File: src/rtl/core/ndvd_pkg.sv
`timescale 1ns / 1ps
// ============================================================================
// ndvd_pkg
// Shared types, codes and arithmetic helpers of the nibble DPCM voice decoder.
// ============================================================================
package ndvd_pkg;

    localparam int SampleW = 16;
    localparam int ByteW   = 8;
    localparam int NibW    = 4;

    localparam logic [NibW-1:0]  EscNibble = 4'hF;
    localparam logic [ByteW-1:0] Bias      = 8'h80;

    typedef enum logic [1:0] {
        KIND_RAW    = 2'd0,
        KIND_DIFF   = 2'd1,
        KIND_SILENT = 2'd2,
        KIND_UNUSED = 2'd3
    } kind_t;

    typedef enum logic [1:0] {
        ESC_NONE = 2'd0,
        ESC_LOW  = 2'd1,
        ESC_HIGH = 2'd2
    } esc_phase_t;

    // Decoder state carried from one nibble to the next
    typedef struct packed {
        logic [ByteW-1:0] acc;
        esc_phase_t       phase;
        logic [NibW-1:0]  esc_low;
    } dec_state_t;

    typedef struct packed {
        dec_state_t st;
        logic       hit;
    } nib_step_t;

    // Result words of one item, handed to the output buffer
    typedef struct packed {
        logic [1:0]         cnt;
        logic [SampleW-1:0] samp0;
        logic [SampleW-1:0] samp1;
    } item_res_t;

    // Square-law expansion: v = b - 128, sample = 2 * v * |v|
    function automatic logic [SampleW-1:0] expand(input logic [ByteW-1:0] b);
        logic signed [ByteW:0]     v;
        logic signed [ByteW:0]     m;
        logic signed [2*ByteW+1:0] p;
        v = $signed({1'b0, b}) - $signed({1'b0, Bias});
        m = v[ByteW] ? -v : v;
        p = (2*ByteW+2)'(v) * (2*ByteW+2)'(m);
        return {p[SampleW-2:0], 1'b0};
    endfunction

    // Even code subtracts c/2, odd code adds c/2 + 1, wrapping
    function automatic logic [ByteW-1:0] apply_code(input logic [ByteW-1:0] acc,
                                                    input logic [ByteW-1:0] c);
        logic [ByteW-1:0] half;
        half = {1'b0, c[ByteW-1:1]};
        if (c[0]) begin
            return acc + half + 8'd1;
        end else begin
            return acc - half;
        end
    endfunction

    // One nibble through the escape machine
    function automatic nib_step_t take_nibble(input dec_state_t st,
                                              input logic [NibW-1:0] nib);
        nib_step_t r;
        r.st  = st;
        r.hit = 1'b0;
        case (st.phase)
            ESC_LOW: begin
                r.st.esc_low = nib;
                r.st.phase   = ESC_HIGH;
            end
            ESC_HIGH: begin
                r.st.phase = ESC_NONE;
                r.st.acc   = apply_code(st.acc, {nib, st.esc_low});
                r.hit      = 1'b1;
            end
            default: begin
                if (nib == EscNibble) begin
                    r.st.phase = ESC_LOW;
                end else begin
                    r.st.acc = apply_code(st.acc, {4'd0, nib});
                    r.hit    = 1'b1;
                end
            end
        endcase
        return r;
    endfunction

endpackage

File: src/rtl/core/ndvd_decode.sv
`timescale 1ns / 1ps
// ============================================================================
// ndvd_decode
// Input word register, decoder state and single-pass decode of one item.
// ============================================================================
module ndvd_decode import ndvd_pkg::*; (
    input  logic        aclk,
    input  logic        aresetn,
    input  logic        s_tvalid,
    output logic        s_tready,
    input  logic [7:0]  s_tdata,   // [7:0] src_byte
    input  logic [2:0]  s_tuser,   // [1:0] block_kind, [2] block_start
    input  logic        buf_free,
    output logic        load,
    output item_res_t   res
);

    logic             in_valid_reg;
    logic [ByteW-1:0] in_byte_reg;
    kind_t            in_kind_reg;
    logic             in_start_reg;
    dec_state_t       st_reg;
    dec_state_t       st_next;
    dec_state_t       st_base;
    nib_step_t        step_lo;
    nib_step_t        step_hi;

    assign load     = in_valid_reg && buf_free;
    assign s_tready = !in_valid_reg || buf_free;

    always_ff @(posedge aclk) begin
        if (!aresetn) begin
            in_valid_reg <= 1'b0;
        end else if (s_tready) begin
            in_valid_reg <= s_tvalid;
        end
        if (s_tready && s_tvalid) begin
            in_byte_reg  <= s_tdata;
            in_kind_reg  <= kind_t'(s_tuser[1:0]);
            in_start_reg <= s_tuser[2];
        end
    end

    always_ff @(posedge aclk) begin
        if (!aresetn) begin
            st_reg <= '{acc: '0, phase: ESC_NONE, esc_low: '0};
        end else if (load) begin
            st_reg <= st_next;
        end
    end

    always_comb begin
        // block start clears before the item is decoded
        if (in_start_reg) begin
            st_base = '{acc: '0, phase: ESC_NONE, esc_low: '0};
        end else begin
            st_base = st_reg;
        end
        step_lo = take_nibble(st_base, in_byte_reg[NibW-1:0]);
        step_hi = take_nibble(step_lo.st, in_byte_reg[ByteW-1:NibW]);
        st_next = st_base;
        res     = '0;
        case (in_kind_reg)
            KIND_RAW: begin
                res.cnt   = 2'd1;
                res.samp0 = expand(in_byte_reg);
            end
            KIND_SILENT: begin
                res.cnt = 2'd1;
            end
            KIND_DIFF: begin
                st_next = step_hi.st;
                res.cnt = {1'b0, step_lo.hit} + {1'b0, step_hi.hit};
                res.samp0 = step_lo.hit ? expand(step_lo.st.acc) : expand(step_hi.st.acc);
                res.samp1 = expand(step_hi.st.acc);
            end
            default: begin
                res.cnt = 2'd0;
            end
        endcase
    end

    a_two_only_diff: assert property (@(posedge aclk) disable iff (!aresetn)
        load && res.cnt == 2'd2 |-> in_kind_reg == KIND_DIFF)
        else $error("two samples from a non-difference item");

endmodule

File: src/rtl/core/ndvd_outbuf.sv
`timescale 1ns / 1ps
// ============================================================================
// ndvd_outbuf
// Two-slot result register; shifts samples out one word per cycle while m_tready is high.
// ============================================================================
module ndvd_outbuf import ndvd_pkg::*; (
    input  logic                aclk,
    input  logic                aresetn,
    input  logic                load,
    input  item_res_t           res,
    output logic                buf_free,
    output logic                m_tvalid,
    input  logic                m_tready,
    output logic [SampleW-1:0]  m_tdata,   // [15:0] sample
    output logic                m_tlast    // last_of_item
);

    logic [1:0]         cnt_reg;
    logic [1:0]         cnt_next;
    logic [SampleW-1:0] slot0_reg;
    logic [SampleW-1:0] slot1_reg;
    logic               take;

    assign m_tvalid = cnt_reg != 2'd0;
    assign m_tdata  = slot0_reg;
    assign m_tlast  = cnt_reg == 2'd1;
    assign take     = m_tvalid && m_tready;
    assign buf_free = (cnt_reg == 2'd0) || (cnt_reg == 2'd1 && m_tready);

    always_comb begin
        cnt_next = cnt_reg;
        if (load) begin
            cnt_next = res.cnt;
        end else if (take) begin
            cnt_next = cnt_reg - 2'd1;
        end
    end

    always_ff @(posedge aclk) begin
        if (!aresetn) begin
            cnt_reg <= 2'd0;
        end else begin
            cnt_reg <= cnt_next;
        end
        if (load) begin
            slot0_reg <= res.samp0;
            slot1_reg <= res.samp1;
        end else if (take) begin
            slot0_reg <= slot1_reg;
        end
    end

    a_cnt_range: assert property (@(posedge aclk) disable iff (!aresetn)
        cnt_reg != 2'd3)
        else $error("result count out of range");

    a_no_overwrite: assert property (@(posedge aclk) disable iff (!aresetn)
        load |-> cnt_reg == 2'd0 || (cnt_reg == 2'd1 && m_tready))
        else $error("result buffer overwritten");

    a_drain: assert property (@(posedge aclk) disable iff (!aresetn)
        take && m_tlast && !load |=> cnt_reg == 2'd0)
        else $error("buffer not empty after last word");

endmodule

File: src/rtl/core/nibble_dpcm_voice_decoder.sv
`timescale 1ns / 1ps
// ============================================================================
// nibble_dpcm_voice_decoder
// Decodes raw, silent and nibble-DPCM voice bytes into 16-bit PCM samples.
// ============================================================================
//
//  channel | dir | word                         | handshake
//  --------+-----+------------------------------+---------------------
//  s_      | in  | tdata src_byte, tuser kind,  | s_tvalid / s_tready
//          |     |   tuser block_start          |
//  m_      | out | tdata sample, tlast last     | m_tvalid / m_tready
//
//  Path: an input word is registered, decoded in one pass and lands in a
//  two-slot result register, which drives m_tvalid. The output port moves
//  one sample per cycle while m_tready is high; raw, silent and one-sample
//  items yield one word, two-sample items two, and kind 3 or escape-only
//  items no word.
//  Reset (aresetn low, synchronous) clears the accumulator, escape state and
//  all valid flags; no clearing pass follows.
//  Stalls: while a result waits the input register takes at most one more
//  word, then s_tready drops; a low m_tready stops both stages, with nothing lost.
//
module nibble_dpcm_voice_decoder import ndvd_pkg::*; (
    input  logic        aclk,
    input  logic        aresetn,
    input  logic        s_tvalid,
    output logic        s_tready,
    input  logic [7:0]  s_tdata,   // [7:0] src_byte
    input  logic [2:0]  s_tuser,   // [1:0] block_kind, [2] block_start
    output logic        m_tvalid,
    input  logic        m_tready,
    output logic [15:0] m_tdata,   // [15:0] sample (signed)
    output logic        m_tlast    // last_of_item: final sample of this word
);

    logic      buf_free;
    logic      load;
    item_res_t res;

    // Input register, escape machine, accumulator and companding
    ndvd_decode u_decode (
        .aclk     (aclk),
        .aresetn  (aresetn),
        .s_tvalid (s_tvalid),
        .s_tready (s_tready),
        .s_tdata  (s_tdata),
        .s_tuser  (s_tuser),
        .buf_free (buf_free),
        .load     (load),
        .res      (res)
    );

    // Hold up to two samples and shift them out in order
    ndvd_outbuf u_outbuf (
        .aclk     (aclk),
        .aresetn  (aresetn),
        .load     (load),
        .res      (res),
        .buf_free (buf_free),
        .m_tvalid (m_tvalid),
        .m_tready (m_tready),
        .m_tdata  (m_tdata),
        .m_tlast  (m_tlast)
    );

endmodule
File: config.mk
export PLATFORM = sky130hd
export DESIGN_NAME = nibble_dpcm_voice_decoder
export DESIGN_NICKNAME = d
export VERILOG_FILES = /design/src/rtl/core/ndvd_pkg.sv /design/src/rtl/core/ndvd_decode.sv /design/src/rtl/core/ndvd_outbuf.sv /design/src/rtl/core/nibble_dpcm_voice_decoder.sv
export SDC_FILE = /design/constraint.sdc
export NUM_CORES = 1
export LEC_CHECK = 0
export BUFFER_PORTS_ARGS = -buffer_cell sky130_fd_sc_hd__buf_2
export CELL_PAD_IN_SITES_DETAIL_PLACEMENT = 2
export CELL_PAD_IN_SITES_GLOBAL_PLACEMENT = 2
export CORE_MARGIN = 2
export CORE_UTILIZATION = 45
export DETAILED_ROUTE_END_ITERATION = 8
export PLACE_DENSITY_LB_ADDON = 0.1
export RECOVER_POWER = 25
export SLEW_MARGIN = 20
export SYNTH_ARGS = -nofsm -noshare
export SYNTH_HDL_FRONTEND = slang
export SYNTH_HIERARCHICAL = 1
export SYNTH_SLANG_ARGS = --single-unit
File: constraint.sdc
create_clock -name aclk -period 23.6 [get_ports aclk]
set_input_delay 2.36 -clock aclk [delete_from_list [all_inputs] [get_ports aclk]]
set_output_delay 2.36 -clock aclk [all_outputs]
set_load 0.02 [all_outputs]
# Yosys cells after proc, flatten, opt, wreduce, memory -nomap -nowiden
# Cells that the tools add are included.
[op_classes] addsub=20 n_mul=3 n_div=0 magnitude_cmp=0 eq_ne=9 shift=0 mux=30 bitwise=0 reduce_logical=12
[ops] operator="16-bit two-way mux" n=3
[ops] operator="8-bit two-way mux" n=6
[ops] operator="9-bit by 9-bit multiplier with 15-bit output" n=3
[ops] operator="8-bit by 1-bit adder with 8-bit output (second input constant)" n=4
[ops] operator="16-bit case mux with 2 select lines" n=1
[ops] operator="8-bit case mux with 2 select lines" n=2
[ops] operator="14-bit two-way mux" n=2
[ops] operator="9-bit two-way mux" n=3
[ops] operator="9-bit negation" n=3
[ops] operator="8-bit by 8-bit subtractor with 9-bit output (second input constant)" n=3
[ops] operator="8-bit by 3-bit adder with 8-bit output" n=2
[ops] operator="8-bit by 7-bit adder with 8-bit output" n=2
[ops] operator="8-bit by 3-bit subtractor with 8-bit output" n=2
[ops] operator="8-bit by 7-bit subtractor with 8-bit output" n=2
[ops] operator="2-bit case mux with 2 select lines" n=3
[ops] operator="2-bit by 1-bit equality test with 1-bit output (second input constant)" n=4
[ops] operator="4-bit equality test (second input constant)" n=2
[ops] operator="2-bit two-way mux" n=4
[ops] operator="4-bit two-way mux" n=2
[ops] operator="2-bit equality test (second input constant)" n=3
[ops] operator="1-bit logical AND" n=4
[ops] operator="2-bit zero test" n=2
[ops] operator="1-bit case mux with 2 select lines" n=2
[ops] operator="2-bit nonzero test" n=2
[ops] operator="6 further kinds" n=8
[word_totals] ff_bits=60 latchBits=0 ram_bits=0 mem_bits_ro=0 input_bits=15 out_inout_bits=19 elab_cells=85 mem_count=0

# Longest topological paths before layout
[logic_depth] word_depth=18 ltp_mapped=51 ltp_nobuf=47

# Hierarchy
# Netlist, hierarchy kept.
[by_module_without_submodules] module="ndvd_decode" instances=1 cells_each=1405 area_each_um2=11887.7 seq_area_each_um2=630.6
[by_module_without_submodules] module="ndvd_outbuf" instances=1 cells_each=69 area_each_um2=1348.8 seq_area_each_um2=1001.0

# Least setup slack after synthesis
# OpenSTA, ideal clock, no wires.
[synth_timing] kind="register to register" start="register u_decode.in_start_reg" end="register u_outbuf.slot0_reg[15] (netlist: u_outbuf/m_tdata[15]), data pin" setup_time_ns=0.260 arrival_time_ns=10.331 required_time_ns=23.340 setup_slack_ns=13.009 path_stages_with_launch=47 path_buffers=3 period_less_slack_ns=10.591 cell_sequence="edfxtp_1 buf_2 inv_1 buf_2 nand2_1 ha_1 fa_1 o21bai_1 maj3_2 and2_4 mux2i_1 a32o_1 buf_4 inv_4 ha_1 nor3_1 a2111oi_0 nor2_1 (+11 left out) inv_1 fa_1 fa_1 inv_1 fa_1 inv_1 ha_1 a21o_1 a21oi_1 nor2_1 a211oi_1 o21ai_0 xnor2_1 a21bo_2 o22a_1 o22ai_1 o21ai_1 mux2_2"
[synth_lines] element="start, declared" line_no="ndvd_decode.sv:21" text="logic in_start_reg;"
[synth_lines] element="start signal, assigned" line_no="ndvd_decode.sv:40" text="in_start_reg <= s_tuser[2];"
[synth_lines] element="end signal, assigned" line_no="ndvd_outbuf.sv:46" text="slot0_reg <= res.samp0;"
[synth_lines] element="end signal, assigned" line_no="ndvd_outbuf.sv:49" text="slot0_reg <= slot1_reg;"
[synth_lines] element="end, declared" line_no="ndvd_outbuf.sv:20" text="logic [SampleW-1:0] slot0_reg;"

==> Flow_metrics.wiki <==
{| class="wikitable"
! Metric !! Value
|-
| Post-route antenna net violation count || 0
|-
| Antenna Cells || 0
|-
| CTS tree || yes
|-
| Post-cts resize count || 0
|-
| Number of iterations in the first detailed-routing pass || 5
|-
| Highest Clock Rate || 77.7 MHz
|-
| Clock transition at the registers of the reported paths || 0.06 ns
|-
| Layout overhead on the synthesized area || 7.09%
|-
| Maximum fanout along the worst path || 18
|-
| Mean area per synthesized cell || 8.98 um2
|-
| Share of the yosys chip area belonging to registers || 12.3%
|-
| GRT Resource Usage Total || 33.6%
|-
| Core Area || 28900 um2
|-
| Number of buffers added to fix hold violations after cts || 0
|-
| Clock skew || 0.00952 ns
|-
| Cell types occupying the most area after synthesis || fa_1 26%, ha_1 13%, edfxtp_1 9.8%
|-
| Final net count || 1859
|-
| Post-synth top area cell || fa_1
|-
| Synthesized area || 13200 um2
|-
| Wirelength per Cell || 25.9 um
|-
| DPL Wire Length || 38900 um
|-
| Routability Congestion || 0.877
|-
| Slowest stage cell, crit path || a2111oi_0
|-
| Number of warnings reported in the yosys synthesis log || 6
|-
| Max-cap violations || 1
|-
| Routed via count || 11200
|-
| Starting Density || 45.9%
|-
| Top_reg_cell synth || edfxtp_1
|-
| Die Y-Extent || 176 um
|-
| Placement row count || 62
|-
| CTS Buffer Depth || 2
|-
| Actual slew at the worst max-slew pin || 2.53 ns
|-
| Htree depth || 3
|-
| Number of enable-type register cells in the synthesized netlist || 43
|-
| Max Transition Viols Final || 40
|-
| Register cell area after layout || 1630 um2
|-
| Hold Crit Start || u_decode/st_reg[5]
|-
| Launch point of the worst reg-to-reg path || u_decode/in_start_reg
|-
| Unrepaired setup endpoints after global routing || false
|-
| Number of top-level design ports || 34
|-
| Area of the multi-input gates || 10500 um2
|-
| Root buffer selected by CTS || clkbuf_16
|-
| Area share of the largest cell type after synthesis || 26.3%
|-
| Critical Path Most Common Cell || fa_1
|-
| Number of violations reported at the end of detailed-routing iteration 0 || 730
|-
| Wire length of the first global-routing pass || 78000 um
|-
| Via count of the first global-routing pass || 13000
|-
| Count of endpoints failing hold in the final timing report || 0
|-
| Post-Route Setup TNS || 0 ns
|-
| Critical Setup Path Class || reg -> reg
|-
| Register-to-register setup slack || 10.72 ns
|-
| Layout fillers || 3140
|-
| DRC violation count after routing || 0
|-
| Number of port buffers || 33
|-
| Critical path launch point || u_decode/in_start_reg
|-
| Number of antenna violations at the first check in global routing || 1
|-
| Die width || 176 um
|-
| CP Capture Type || flip-flop
|-
| Kind of launch point of the worst setup path || flip-flop
|-
| Floorplan die area || 30800 um2
|-
| Number of storage elements in the synthesis netlist || 60
|-
| Layout cells sized above 1 || 8.02%
|-
| Yosys cell types || 105
|-
| Clock latency reported for the late side of the worst-skew pair || 0.35 ns
|-
| Max transition margin || -68.5%
|-
| Clock sinks || 60
|-
| Number of buffers created by CTS || 9
|-
| Routed wire length || 49700 um
|-
| Asr flop ratio synth || 0%
|-
| Classification of the worst-slack hold path || reg -> reg
|-
| Minimum clock period || 12.88 ns
|-
| Post-synthesis cell count || 1474
|-
| Violations in the final reports || capacitance limit, slew limit
|-
| Final Cycle Share || 54.6%
|-
| Vias/cell || 5.83
|-
| Data required time at the worst endpoint || 23.68 ns
|-
| Final count of negative-setup-slack endpoints || 0
|-
| Critical Path Max Stage Delay || 0.70 ns
|-
| Total congestion overflow after global routing || 0
|-
| Critical path arrival || 12.96 ns
|-
| Pin count of the biggest net entering global routing || 40
|-
| Run status || complete, but fails checks
|-
| Total setup buffers inserted after CTS || 0
|}
## routing by layer
| layer | share of wire (%) | global-route usage, % |
|---|---|---|
| met5 | 0.028 | 0 |
| met3 | 4.0 | 3.85 |
| met4 | 5.1 | 15.5 |
| met1 | 39 | 40.1 |
| met2 | 51 | 60.4 |
## kinds of logic (layout without fill, tap and decap cells)
family	after synthesis	in the layout	synth area share, %
AO/OA/AOI/OAI	268	268	14.2
buffers and inverters	303	320	9.45
other	2	44	0.0567
flip-flops	60	60	12.3
AND/OR/NAND/NOR	413	413	15.3
multiplexers	26	26	2.61
XOR/XNOR	83	83	6.09
adder cells (fa/ha/maj)	319	319	40.0
## Yosys cell counts (all sizes together) (7+ instances only)
master and count:
a21oi 63, clkbuf 25, nand2b 25, nand3 17, and2 28, nand4 7, nand2 122, edfxtp 43
a22oi 14, fa 174, o211ai 7, xnor2 69, dfxtp 17, mux2 18, a31oi 10, nor2b 35
o22ai 11, or3 7, a21o 17, a211oi 11, or2 11, inv 248, ha 142, buf 28
nor2 120, mux2i 8, nor3 17, a311oi 8, o21ai 54, xor2 14, a221oi 9, o21bai 10
## worst max-delay path: cells and delay by family, from the launching register on
family / cells / cell delay, ns
AOI/OAI and AO/OA: 15 / 4.42
xor gates and xnor gates: 2 / 0.78
adders and majority gates: 10 / 4.45
buffers and inverters: 6 / 0.84
DFF: 1 / 0.64
muxes: 2 / 0.44
and+or+nand+nor: 8 / 0.98
## stage by stage
| step | hold WS [ns] | setup slack (ns) | area [um2] | std cells | utilization [%] |
|---|---|---|---|---|---|
| after floorplan | 0.444 | 13.01 | 13400 | 1516 | - |
| after global placement | 0.470 | 11.59 | 13900 | 1901 | 48.1 |
| after detailed placement | 0.485 | 10.85 | 13900 | 1901 | 48.1 |
| after CTS | 0.492 | 10.82 | 14200 | 1917 | 49.2 |
| after global routing | 0.509 | 10.06 | 14200 | 1917 | 49.1 |
| final | 0.490 | 10.72 | 14200 | 1917 | 49.1 |
## layout make-up
type | count | share of cell area, %
well taps | 384 | 3.39
repair buffers | 54 | 2.10
clock inverters | 2 | 0.0883
clock buffers | 14 | 2.09
inverters | 250 | 6.66
flip-flops and latches | 60 | 11.5
multi-input cells | 1153 | 74.2
## cells in the final DEF (no fill, tap or decap), types with 26 or more instances in the layout
master	n
nor2_1	119
o21ai_0	50
fa_1	174
conb_1	44
inv_1	242
and2_1	26
a21oi_1	60
nand2_1	121
xnor2_1	64
nor2b_1	35
edfxtp_1	43
ha_1	142
## worst paths after layout
| check | end | cells past startpoint |
|---|---|---|
| worst max-delay path | u_outbuf/m_tdata[15] | 43 |
| worst min-delay path | u_decode/st_reg[5] | 2 |
| worst max register to register | u_outbuf/m_tdata[15] | 43 |
| worst min register to register | u_decode/st_reg[5] | 2 |
Power is left out: the tool's default activity adds up to more than one toggle a clock period on the data nets, which glitch-free logic cannot reach.
